`src/rtl/gtg_pkg.sv`:
```
package gtg_pkg;

  localparam int unsigned CORDIC_STEPS_DEF = 16;
  localparam int unsigned SQRT_STEPS       = 17;
  localparam int unsigned ATAN_IDX_W       = 5;

  localparam int unsigned POS_W      = 16;
  localparam int unsigned HEAD_W     = 15;
  localparam int unsigned DIFF_W     = 17;
  localparam int unsigned CX_W       = 28;
  localparam int unsigned Z_W        = 34;
  localparam int unsigned SQ_W       = 34;
  localparam int unsigned ROOT_W     = 35;
  localparam int unsigned BIT_W      = 33;
  localparam int unsigned DIST_W     = 17;
  localparam int unsigned BEAR_W     = 16;
  localparam int unsigned ERR_W      = 18;
  localparam int unsigned GAIN_W     = 12;
  localparam int unsigned TOL_W      = 16;
  localparam int unsigned LIN_W      = 16;
  localparam int unsigned ANG_W      = 18;
  localparam int unsigned MUL_W      = 18;
  localparam int unsigned PROD_W     = 36;
  localparam int unsigned CFG_IDX_W  = 3;
  localparam int unsigned CFG_DATA_W = 16;
  localparam int unsigned S_DATA_W   = 48;
  localparam int unsigned M_DATA_W   = 40;

  localparam logic signed [Z_W-1:0] HALF_PI_Q30 = 34'sd1686629713;

  typedef enum logic [2:0] {
    ST_IDLE,
    ST_SQX,
    ST_SQY,
    ST_SUM,
    ST_ITER,
    ST_LIN,
    ST_ANG,
    ST_FIN
  } state_e;

  typedef enum logic [CFG_IDX_W-1:0] {
    REG_GOAL_X   = 3'd0,
    REG_GOAL_Y   = 3'd1,
    REG_TOL      = 3'd2,
    REG_LIN_GAIN = 3'd3,
    REG_ANG_GAIN = 3'd4
  } cfg_reg_e;

  // atan(2^-i) in Q.30
  function automatic logic signed [Z_W-1:0] atan_q30(input logic [ATAN_IDX_W-1:0] idx);
    logic signed [Z_W-1:0] r;
    case (idx)
      5'd0:    r = 34'sh03243F6A8;
      5'd1:    r = 34'sh01DAC6705;
      5'd2:    r = 34'sh00FADBAFC;
      5'd3:    r = 34'sh007F56EA6;
      5'd4:    r = 34'sh003FEAB76;
      5'd5:    r = 34'sh001FFD55B;
      5'd6:    r = 34'sh000FFFAAA;
      5'd7:    r = 34'sh0007FFF55;
      5'd8:    r = 34'sh0003FFFEA;
      5'd9:    r = 34'sh0001FFFFD;
      5'd10:   r = 34'sh0000FFFFF;
      5'd11:   r = 34'sh00007FFFF;
      5'd12:   r = 34'sh00003FFFF;
      5'd13:   r = 34'sh00001FFFF;
      5'd14:   r = 34'sh00000FFFF;
      5'd15:   r = 34'sh000007FFF;
      5'd16:   r = 34'sh000003FFF;
      5'd17:   r = 34'sh000001FFF;
      5'd18:   r = 34'sh000000FFF;
      5'd19:   r = 34'sh0000007FF;
      5'd20:   r = 34'sh0000003FF;
      5'd21:   r = 34'sh0000001FF;
      5'd22:   r = 34'sh0000000FF;
      5'd23:   r = 34'sh00000007F;
      default: r = '0;
    endcase
    return r;
  endfunction

endpackage

```
`src/rtl/go_to_goal_p_controller.sv`:
```
// Operation: after the input transfer the controller steps through ST_SQX, ST_SQY, ST_SUM,
//   the shared iteration loop ST_ITER, ST_LIN, ST_ANG (skipped once the goal is reached) and
//   ST_FIN, which loads the output register once it is free.
// The next pose is taken while the previous result still waits in the output register.
// Reset: asynchronous, active low; configuration registers return to their default goal and gains.
module go_to_goal_p_controller
  import gtg_pkg::*;
#(
  parameter int unsigned CORDIC_STEPS = CORDIC_STEPS_DEF
) (
  input  logic                  clk_i,
  input  logic                  rst_ni,
  input  logic                  cfg_we_i,
  input  logic [CFG_IDX_W-1:0]  cfg_idx_i,
  input  logic [CFG_DATA_W-1:0] cfg_data_i,
  input  logic                  s_axis_tvalid,
  output logic                  s_axis_tready,
  // pose_x [15:0], pose_y [31:16], pose_heading [46:32]
  input  logic [S_DATA_W-1:0]   s_axis_tdata,
  output logic                  m_axis_tvalid,
  input  logic                  m_axis_tready,
  // linear_velocity [15:0], angular_velocity [33:16]
  output logic [M_DATA_W-1:0]   m_axis_tdata,
  // arrived [0]
  output logic                  m_axis_tuser
);

  localparam int unsigned ITER_N = (CORDIC_STEPS > SQRT_STEPS) ? CORDIC_STEPS : SQRT_STEPS;
  localparam int unsigned CNT_W  = $clog2(ITER_N + 1);

  state_e state_q, state_d;

  logic signed [POS_W-1:0]  goal_x_q, goal_y_q;
  logic [TOL_W-1:0]         tol_q;
  logic [GAIN_W-1:0]        lin_gain_q, ang_gain_q;
  logic                     goal_reached_q;

  logic signed [HEAD_W-1:0] hd_q;
  logic signed [DIFF_W-1:0] dx_q, dy_q;
  logic signed [PROD_W-1:0] prod_q;
  logic [SQ_W-1:0]          n_q;
  logic [ROOT_W-1:0]        root_q;
  logic [BIT_W-1:0]         bit_q;
  logic signed [CX_W-1:0]   cx_q, cy_q;
  logic signed [Z_W-1:0]    z_q;
  logic [CNT_W-1:0]         cnt_q;
  logic signed [ERR_W-1:0]  err_q;
  logic [LIN_W-1:0]         lin_q;
  logic                     arr_q;

  logic                     out_valid_q;
  logic [LIN_W-1:0]         out_lin_q;
  logic [ANG_W-1:0]         out_ang_q;
  logic                     out_arr_q;

  logic                     in_xfer, out_free, arrive_now;
  logic [DIST_W-1:0]        distance;
  logic signed [MUL_W-1:0]  mul_a, mul_b;
  logic signed [PROD_W-1:0] mult;
  logic [ROOT_W-1:0]        trial;
  logic signed [CX_W-1:0]   xs, ys, x0, y0;
  logic signed [Z_W-1:0]    z_rnd;
  logic signed [BEAR_W-1:0] bearing;
  logic [30:0]              lin_sum;
  logic [22:0]              lin_full;
  logic signed [PROD_W-1:0] ang_sum;
  logic signed [27:0]       ang_sh;
  logic [ANG_W-1:0]         ang_sat;

  assign s_axis_tready = (state_q == ST_IDLE);
  assign in_xfer       = s_axis_tvalid && s_axis_tready;
  assign out_free      = !out_valid_q || m_axis_tready;
  assign distance      = root_q[DIST_W-1:0];
  assign arrive_now    = goal_reached_q || (distance <= {1'b0, tol_q});

  // shared multiplier
  always_comb begin
    case (state_q)
      ST_SQX: begin
        mul_a = {dx_q[DIFF_W-1], dx_q};
        mul_b = {dx_q[DIFF_W-1], dx_q};
      end
      ST_SQY: begin
        mul_a = {dy_q[DIFF_W-1], dy_q};
        mul_b = {dy_q[DIFF_W-1], dy_q};
      end
      ST_LIN: begin
        mul_a = {6'b0, lin_gain_q};
        mul_b = {1'b0, distance};
      end
      ST_ANG: begin
        mul_a = {6'b0, ang_gain_q};
        mul_b = err_q;
      end
      default: begin
        mul_a = '0;
        mul_b = '0;
      end
    endcase
  end
  assign mult = mul_a * mul_b;

  assign trial = root_q + {2'b0, bit_q};
  assign xs    = cx_q >>> cnt_q;
  assign ys    = cy_q >>> cnt_q;
  assign x0    = {{3{dx_q[DIFF_W-1]}}, dx_q, 8'b0};
  assign y0    = {{3{dy_q[DIFF_W-1]}}, dy_q, 8'b0};

  assign z_rnd    = z_q + 34'sd131072;
  assign bearing  = z_rnd[Z_W-1:18];

  assign lin_sum  = {1'b0, prod_q[29:0]} + 31'd128;
  assign lin_full = lin_sum[30:8];

  assign ang_sum  = prod_q + 36'sd128;
  assign ang_sh   = ang_sum[PROD_W-1:8];
  always_comb begin
    if (ang_sh > 28'sd131071) begin
      ang_sat = 18'h1FFFF;
    end else if (ang_sh < -28'sd131072) begin
      ang_sat = 18'h20000;
    end else begin
      ang_sat = ang_sh[ANG_W-1:0];
    end
  end

  always_comb begin
    state_d = state_q;
    case (state_q)
      ST_IDLE: if (in_xfer) state_d = ST_SQX;
      ST_SQX:  state_d = ST_SQY;
      ST_SQY:  state_d = ST_SUM;
      ST_SUM:  state_d = ST_ITER;
      ST_ITER: if (cnt_q == CNT_W'(ITER_N - 1)) state_d = ST_LIN;
      ST_LIN:  state_d = arrive_now ? ST_FIN : ST_ANG;
      ST_ANG:  state_d = ST_FIN;
      ST_FIN:  if (out_free) state_d = ST_IDLE;
      default: state_d = ST_IDLE;
    endcase
  end

  always_ff @(posedge clk_i or negedge rst_ni) begin
    if (!rst_ni) begin
      state_q <= ST_IDLE;
    end else begin
      state_q <= state_d;
    end
  end

  always_ff @(posedge clk_i or negedge rst_ni) begin
    if (!rst_ni) begin
      goal_x_q       <= 16'sd1280;
      goal_y_q       <= 16'sd2304;
      tol_q          <= 16'd26;
      lin_gain_q     <= 12'd128;
      ang_gain_q     <= 12'd1024;
      goal_reached_q <= 1'b0;
    end else begin
      if (cfg_we_i) begin
        case (cfg_idx_i)
          REG_GOAL_X: begin
            goal_x_q       <= cfg_data_i;
            goal_reached_q <= 1'b0;
          end
          REG_GOAL_Y: begin
            goal_y_q       <= cfg_data_i;
            goal_reached_q <= 1'b0;
          end
          REG_TOL:      tol_q      <= cfg_data_i;
          REG_LIN_GAIN: lin_gain_q <= cfg_data_i[GAIN_W-1:0];
          REG_ANG_GAIN: ang_gain_q <= cfg_data_i[GAIN_W-1:0];
          default: ;
        endcase
      end else if (state_q == ST_LIN && arrive_now) begin
        goal_reached_q <= 1'b1;
      end
    end
  end

  always_ff @(posedge clk_i) begin
    case (state_q)
      ST_IDLE: begin
        if (in_xfer) begin
          dx_q <= {goal_x_q[POS_W-1], goal_x_q} - {s_axis_tdata[15], s_axis_tdata[15:0]};
          dy_q <= {goal_y_q[POS_W-1], goal_y_q} - {s_axis_tdata[31], s_axis_tdata[31:16]};
          hd_q <= s_axis_tdata[46:32];
        end
      end
      ST_SQX: prod_q <= mult;
      ST_SQY: begin
        n_q    <= prod_q[SQ_W-1:0];
        prod_q <= mult;
      end
      ST_SUM: begin
        n_q    <= n_q + prod_q[SQ_W-1:0];
        root_q <= '0;
        bit_q  <= {1'b1, 32'b0};
        cnt_q  <= '0;
        // pre-rotate into the right half plane
        if (dx_q[DIFF_W-1]) begin
          if (!dy_q[DIFF_W-1]) begin
            cx_q <= y0;
            cy_q <= -x0;
            z_q  <= HALF_PI_Q30;
          end else begin
            cx_q <= -y0;
            cy_q <= x0;
            z_q  <= -HALF_PI_Q30;
          end
        end else begin
          cx_q <= x0;
          cy_q <= y0;
          z_q  <= '0;
        end
      end
      ST_ITER: begin
        cnt_q <= cnt_q + CNT_W'(1);
        if (cnt_q < CNT_W'(SQRT_STEPS)) begin
          if ({1'b0, n_q} >= trial) begin
            n_q    <= n_q - trial[SQ_W-1:0];
            root_q <= (root_q >> 1) + {2'b0, bit_q};
          end else begin
            root_q <= root_q >> 1;
          end
          bit_q <= bit_q >> 2;
        end
        if (cnt_q < CNT_W'(CORDIC_STEPS)) begin
          if (!cy_q[CX_W-1]) begin
            cx_q <= cx_q + ys;
            cy_q <= cy_q - xs;
            z_q  <= z_q + atan_q30(ATAN_IDX_W'(cnt_q));
          end else begin
            cx_q <= cx_q - ys;
            cy_q <= cy_q + xs;
            z_q  <= z_q - atan_q30(ATAN_IDX_W'(cnt_q));
          end
        end
      end
      ST_LIN: begin
        arr_q  <= arrive_now;
        prod_q <= mult;
        err_q  <= {{2{bearing[BEAR_W-1]}}, bearing} - {{3{hd_q[HEAD_W-1]}}, hd_q};
      end
      ST_ANG: begin
        prod_q <= mult;
        lin_q  <= (|lin_full[22:16]) ? {LIN_W{1'b1}} : lin_full[LIN_W-1:0];
      end
      default: ;
    endcase
  end

  always_ff @(posedge clk_i or negedge rst_ni) begin
    if (!rst_ni) begin
      out_valid_q <= 1'b0;
    end else if (state_q == ST_FIN && out_free) begin
      out_valid_q <= 1'b1;
    end else if (m_axis_tready) begin
      out_valid_q <= 1'b0;
    end
  end

  always_ff @(posedge clk_i) begin
    if (state_q == ST_FIN && out_free) begin
      out_arr_q <= arr_q;
      out_lin_q <= arr_q ? '0 : lin_q;
      out_ang_q <= arr_q ? '0 : ang_sat;
    end
  end

  assign m_axis_tvalid = out_valid_q;
  assign m_axis_tdata  = {6'b0, out_ang_q, out_lin_q};
  assign m_axis_tuser  = out_arr_q;

  a_arrived_zero: assert property (@(posedge clk_i) disable iff (!rst_ni)
    (m_axis_tvalid && m_axis_tuser) |-> (m_axis_tdata == '0))
    else $error("arrived result carries nonzero velocity");

  a_reached_sticky: assert property (@(posedge clk_i) disable iff (!rst_ni)
    (goal_reached_q && !(cfg_we_i && (cfg_idx_i == REG_GOAL_X || cfg_idx_i == REG_GOAL_Y)))
    |=> goal_reached_q)
    else $error("goal reached flag dropped without a goal write");

  a_iter_bound: assert property (@(posedge clk_i) disable iff (!rst_ni)
    (state_q == ST_ITER) |-> (cnt_q < CNT_W'(ITER_N)))
    else $error("iteration counter overran");

endmodule

```
`config.mk`:
```
export PLATFORM = sky130hd
export DESIGN_NAME = go_to_goal_p_controller
export DESIGN_NICKNAME = d
export VERILOG_FILES = /design/src/rtl/gtg_pkg.sv /design/src/rtl/go_to_goal_p_controller.sv
export SDC_FILE = /design/constraint.sdc
export NUM_CORES = 2
export LEC_CHECK = 0
export BUFFER_PORTS_ARGS = -buffer_cell sky130_fd_sc_hd__buf_2
export CAP_MARGIN = 20
export CORE_ASPECT_RATIO = 1.1
export CORE_MARGIN = 4
export CORE_UTILIZATION = 45
export DETAILED_ROUTE_END_ITERATION = 8
export GPL_TIMING_DRIVEN = 0
export PLACE_DENSITY = 0.58
export SYNTH_ARGS = -nofsm -noshare
export SYNTH_HDL_FRONTEND = slang
export SYNTH_SLANG_ARGS = --single-unit
```
`constraint.sdc`:
```
create_clock -name clk_i -period 11.7 [get_ports clk_i]
set_input_delay 0.585 -clock clk_i [delete_from_list [all_inputs] [get_ports clk_i]]
set_output_delay 0.585 -clock clk_i [all_outputs]
set_load 0.03 [all_outputs]
```
==> implementation parameters <==
Parameter                              Value

Timing
  Worst rel slew slack    between 3 and 4%
  Setup repair after global routing missed its margin    no
  Post-route minimum period    around 10 ns
  Transition time at the pin with the least slew margin    roughly 1.4 ns
  Final sum of negative setup slack    0 ns
  Final Hold Viols    0
  Max Freq    just under 100 MHz
  Final worst clock skew    between 0.03 and 0.04 ns
  Part of the cycle the worst path needs    around 88%
  Number of max-slew violations in the final report    0
  Setup-violating endpoint count in the final report    0

Setup path
  Worst-path fanout max    10
  Reg-to-reg endpoint    prod_q[34]$_DFFE_PP_
  Kind of capture point of the worst setup path    flip-flop
  Highest-delay cell along the critical path    sky130_fd_sc_hd__clkbuf_1
  CP Data Arrival Time    around 11 ns
  Type of the worst setup path    reg -> reg
  CP most frequent cell    sky130_fd_sc_hd__fa_1
  Required time worst endpoint    roughly 12 ns
  Number of cells on the worst reg-to-reg path    31
  Number of buffer and inverter stages on the critical path    10
  Critical path depth    31
  Sort of element at the start of the critical path    flip-flop
  Stage delay of the slowest cell on the critical path    about 0.63 ns
  CP delay by family, top    adder cells
  R2r setup slk    1.35 ns
  Reg-to-reg startpoint    state_q[0]$_DFFE_PN0P_

Clock tree
  TritonCTS clock tree    done
  Clk slew on worst S/H paths    around 0.070 ns
  CTS buffer count    between 50 and 60
  Clock root buffer master    sky130_fd_sc_hd__clkbuf_16
  Number of levels in the clock H-tree    2
  Deepest clock path buffer count    3
  Clock Latency Late Sink    ~0.65 ns
  Sink Count    ~440
  # Post-CTS Setup Buffers    0
  Resized cells post-CTS    0

Cells and area
  Ratio of cells with drive above 1 in the final layout    7.86%
  Area added between synthesis and finish    9.59%
  Net count, final    between 6,000 and 7,000

Logic synthesis
  Dominant combinational cell family by area after synthesis    adder cells
  Area of the mapped netlist    between 0.04 and 0.05 mm^2
  Compound-gate portion of the synthesized area    15.2%
  Post-synthesis cell count    5,165
  Synth unique cells    89
  EDFF count, synth    335
  Main synth FF type    sky130_fd_sc_hd__edfxtp_1
  Share of the yosys chip area belonging to registers    between 20% and 30%
  Share of synthesized flip-flops with an asynchronous set or reset    between 15 and 20%
  Yosys warning count    0
  Area share of fa/ha/maj cells after synthesis    23.6%
  Post-synthesis sequential element count    about 440
  Share of synthesized cell area in and, or, nand and nor gates    about 15%
  Mux contribution to synthesized area    roughly 5.5%
  Syn_area_per_cell    9.07 um^2
  Xor-xnor portion of the synthesized cell area    around 7.2%

Floorplan
  Area of the placeable core    roughly 0.1 mm^2
  Top Ports    115
  Area of the die    0.109 mm^2
  Number of rows created at floorplan    ~120
  Initial Util    a little under half
  Die W    approximately 320 um
  Overall die height    approximately 350 um

GRT
  Vias in the first global route    around 40,000
  Total global routing track utilization    between 20% and 30%
  Antenna violations before repair    5
  First-pass GRT wire length    roughly 240,000 um
  GRT met2 Usage    between 40% and 50%
  Met1 Track Usage GR    about a third
  Pin count of the biggest net entering global routing    52
  Global route total overflow    0
  Global routing's busiest layer    met2
  Met3 Usage GRT    3.93%

Place
  Number of port buffers    approximately 110
  Weighted congestion at the end of routability-driven global placement    1.03
  Hpwl dp    around 130,000 um

Route
  Final wirelength    approximately 160,000 um
  Total number of vias    39,700
  DRT iter0 DRCs    around 3,200
  Iteration count of the initial detailed-routing pass    6
  Number of nets with antenna violations after routing    0
  Wire length per cell    23.2 um
  Drt drc    0
  Detail-routed via count per cell    between 5 and 6

Worst hold path
  Instance count along the most critical hold path    1
  Worst min-delay path startpoint    s_axis_tdata[39]
  Worst Hold End    hd_q[7]$_DFFE_PP_
  Tightest Hold Check Type    in -> reg

Flow run
  Max cap viols    0

Status
  Status    finished, final reports clean
[cell families after synthesis]
group,Yosys count
simple gates,1549
flops,442
compound gates,1122
fa+ha+maj,690
other cells,1
xor+xnor,385
mux,183
buf+inv,793
[registers in the layout, summed over array words and instances, names as in the netlist, 3 cells and up, named ones only]
signal      flops
prod_q         36
root_q         35
n_q            34
z_q            34
cx_q           28
cy_q           28
out_ang_q      18
bit_q          17
dx_q           17
dy_q           17
err_q          17
goal_x_q       16
goal_y_q       16
lin_q          16
out_lin_q      16
tol_q          16
hd_q           15
ang_gain_q     12
lin_gain_q     12
cnt_q           5
state_q         3
[repair_timing]
| item | CTS | global route |
|---|---|---|
| setup endpoints to repair | 0 | 0 |
| hold buffers | 1 | 0 |
| hold endpoints to repair | 22 | 0 |
[final cells by class]
| cell class | instances | area [um^2] |
|---|---|---|
| well taps | 1375 | 1720 |
| clock inverters | 31 | 308 |
| fillers | 9958 | 51500 |
| repair buffers | 135 | 883 |
| inverters | 567 | 2130 |
| diodes | 1 | 2.50 |
| multi-input cells | 3935 | 31200 |
| clock buffers | 70 | 1490 |
| plain buffers | 226 | 971 |
| flip-flops and latches | 442 | 12600 |
[worst register-to-register path, delay by kind of cell (launching register included)]
family	cells	cell delay [ns]
adder cells (fa/ha/maj)	7	3.59
XOR/XNOR	1	0.15
flip-flops	1	0.32
AND/OR/NAND/NOR	5	1.28
AO/OA/AOI/OAI	8	2.32
buffers and inverters	10	2.46
[cells in the final DEF (no fill, tap or decap), types with 190 or more instances in the layout]
master,n
sky130_fd_sc_hd__a21oi_1,279
sky130_fd_sc_hd__o21ai_0,323
sky130_fd_sc_hd__clkbuf_1,190
sky130_fd_sc_hd__ha_1,365
sky130_fd_sc_hd__inv_1,562
sky130_fd_sc_hd__nand2_1,503
sky130_fd_sc_hd__fa_1,325
sky130_fd_sc_hd__xnor2_1,234
sky130_fd_sc_hd__edfxtp_1,335
sky130_fd_sc_hd__nor2_1,528
[stage by stage]
| step | setup slack [ns] | util [%] | cell area, um^2 | hold WS (ns) | cells |
|---|---|---|---|---|---|
| finish | 1.35 | 49.9 | 51300 | 0.114 | 6782 |
| global route | 0.873 | 49.9 | 51300 | 0.0915 | 6781 |
| CTS | 1.39 | 49.9 | 51300 | 0.0739 | 6777 |
| detailed placement | 1.40 | 48.2 | 49500 | 0.503 | 6675 |
| global placement | 0.262 | 47.8 | 49100 | 0.494 | 6652 |
| floorplan | 3.27 | - | 46900 | 0.289 | 5170 |
[layer usage]
metal,up-vias,wire (um)
li1,18300,-
met1,19600,61600
met2,1368,75500
met3,420,9490
met4,6,10700
met5,-,39
[cells in the mapped netlist (all sizes together), types with 18 or more instances]
master | number | area share [%]
nor2b | 76 | 1.0
inv | 564 | 4.5
mux4 | 49 | 2.4
a21oi | 279 | 3.0
buf | 45 | 0.62
mux2 | 78 | 1.9
a221o | 24 | 0.51
or3 | 36 | 0.48
a21o | 79 | 1.3
and2 | 29 | 0.39
o22ai | 18 | 0.24
xor2 | 150 | 2.8
and3 | 48 | 0.64
ha | 365 | 9.7
o21bai | 28 | 0.45
a221oi | 43 | 0.80
nand3 | 75 | 0.80
nand2 | 504 | 4.1
nor4 | 19 | 0.27
a22oi | 21 | 0.34
xnor2 | 234 | 4.4
dfxtp | 30 | 1.3
mux2i | 56 | 1.2
clkbuf | 181 | 1.5
o31ai | 21 | 0.34
edfxtp | 335 | 21
nand2b | 42 | 0.56
a211oi | 28 | 0.45
fa | 325 | 14
nor2 | 531 | 4.3
o21a | 45 | 0.72
nand4 | 44 | 0.59
o21ai | 324 | 3.5
dfrtp | 68 | 3.6
a31oi | 55 | 0.75
nor3 | 92 | 1.0
o211ai | 42 | 0.67
[worst max path at each step]
stage                           start                      to  slack (ns)
5_1_grt        state_q[1]$_DFFE_PN0P_    prod_q[34]$_DFFE_PP_        0.87
3_3_place_gp       cnt_q[4]$_DFFE_PN_  bit_q[0]$_SDFFCE_PN0P_        0.26
2_1_floorplan  state_q[0]$_DFFE_PN0P_    prod_q[34]$_DFFE_PP_        3.27
3_5_place_dp   state_q[0]$_DFFE_PN0P_    prod_q[34]$_DFFE_PP_        1.40
6_report       state_q[0]$_DFFE_PN0P_    prod_q[34]$_DFFE_PP_        1.35
4_1_cts        state_q[0]$_DFFE_PN0P_    prod_q[34]$_DFFE_PP_        1.39
Power is not shown: default switching activity piles up to over one toggle a cycle in this logic, so the estimate is an artifact.
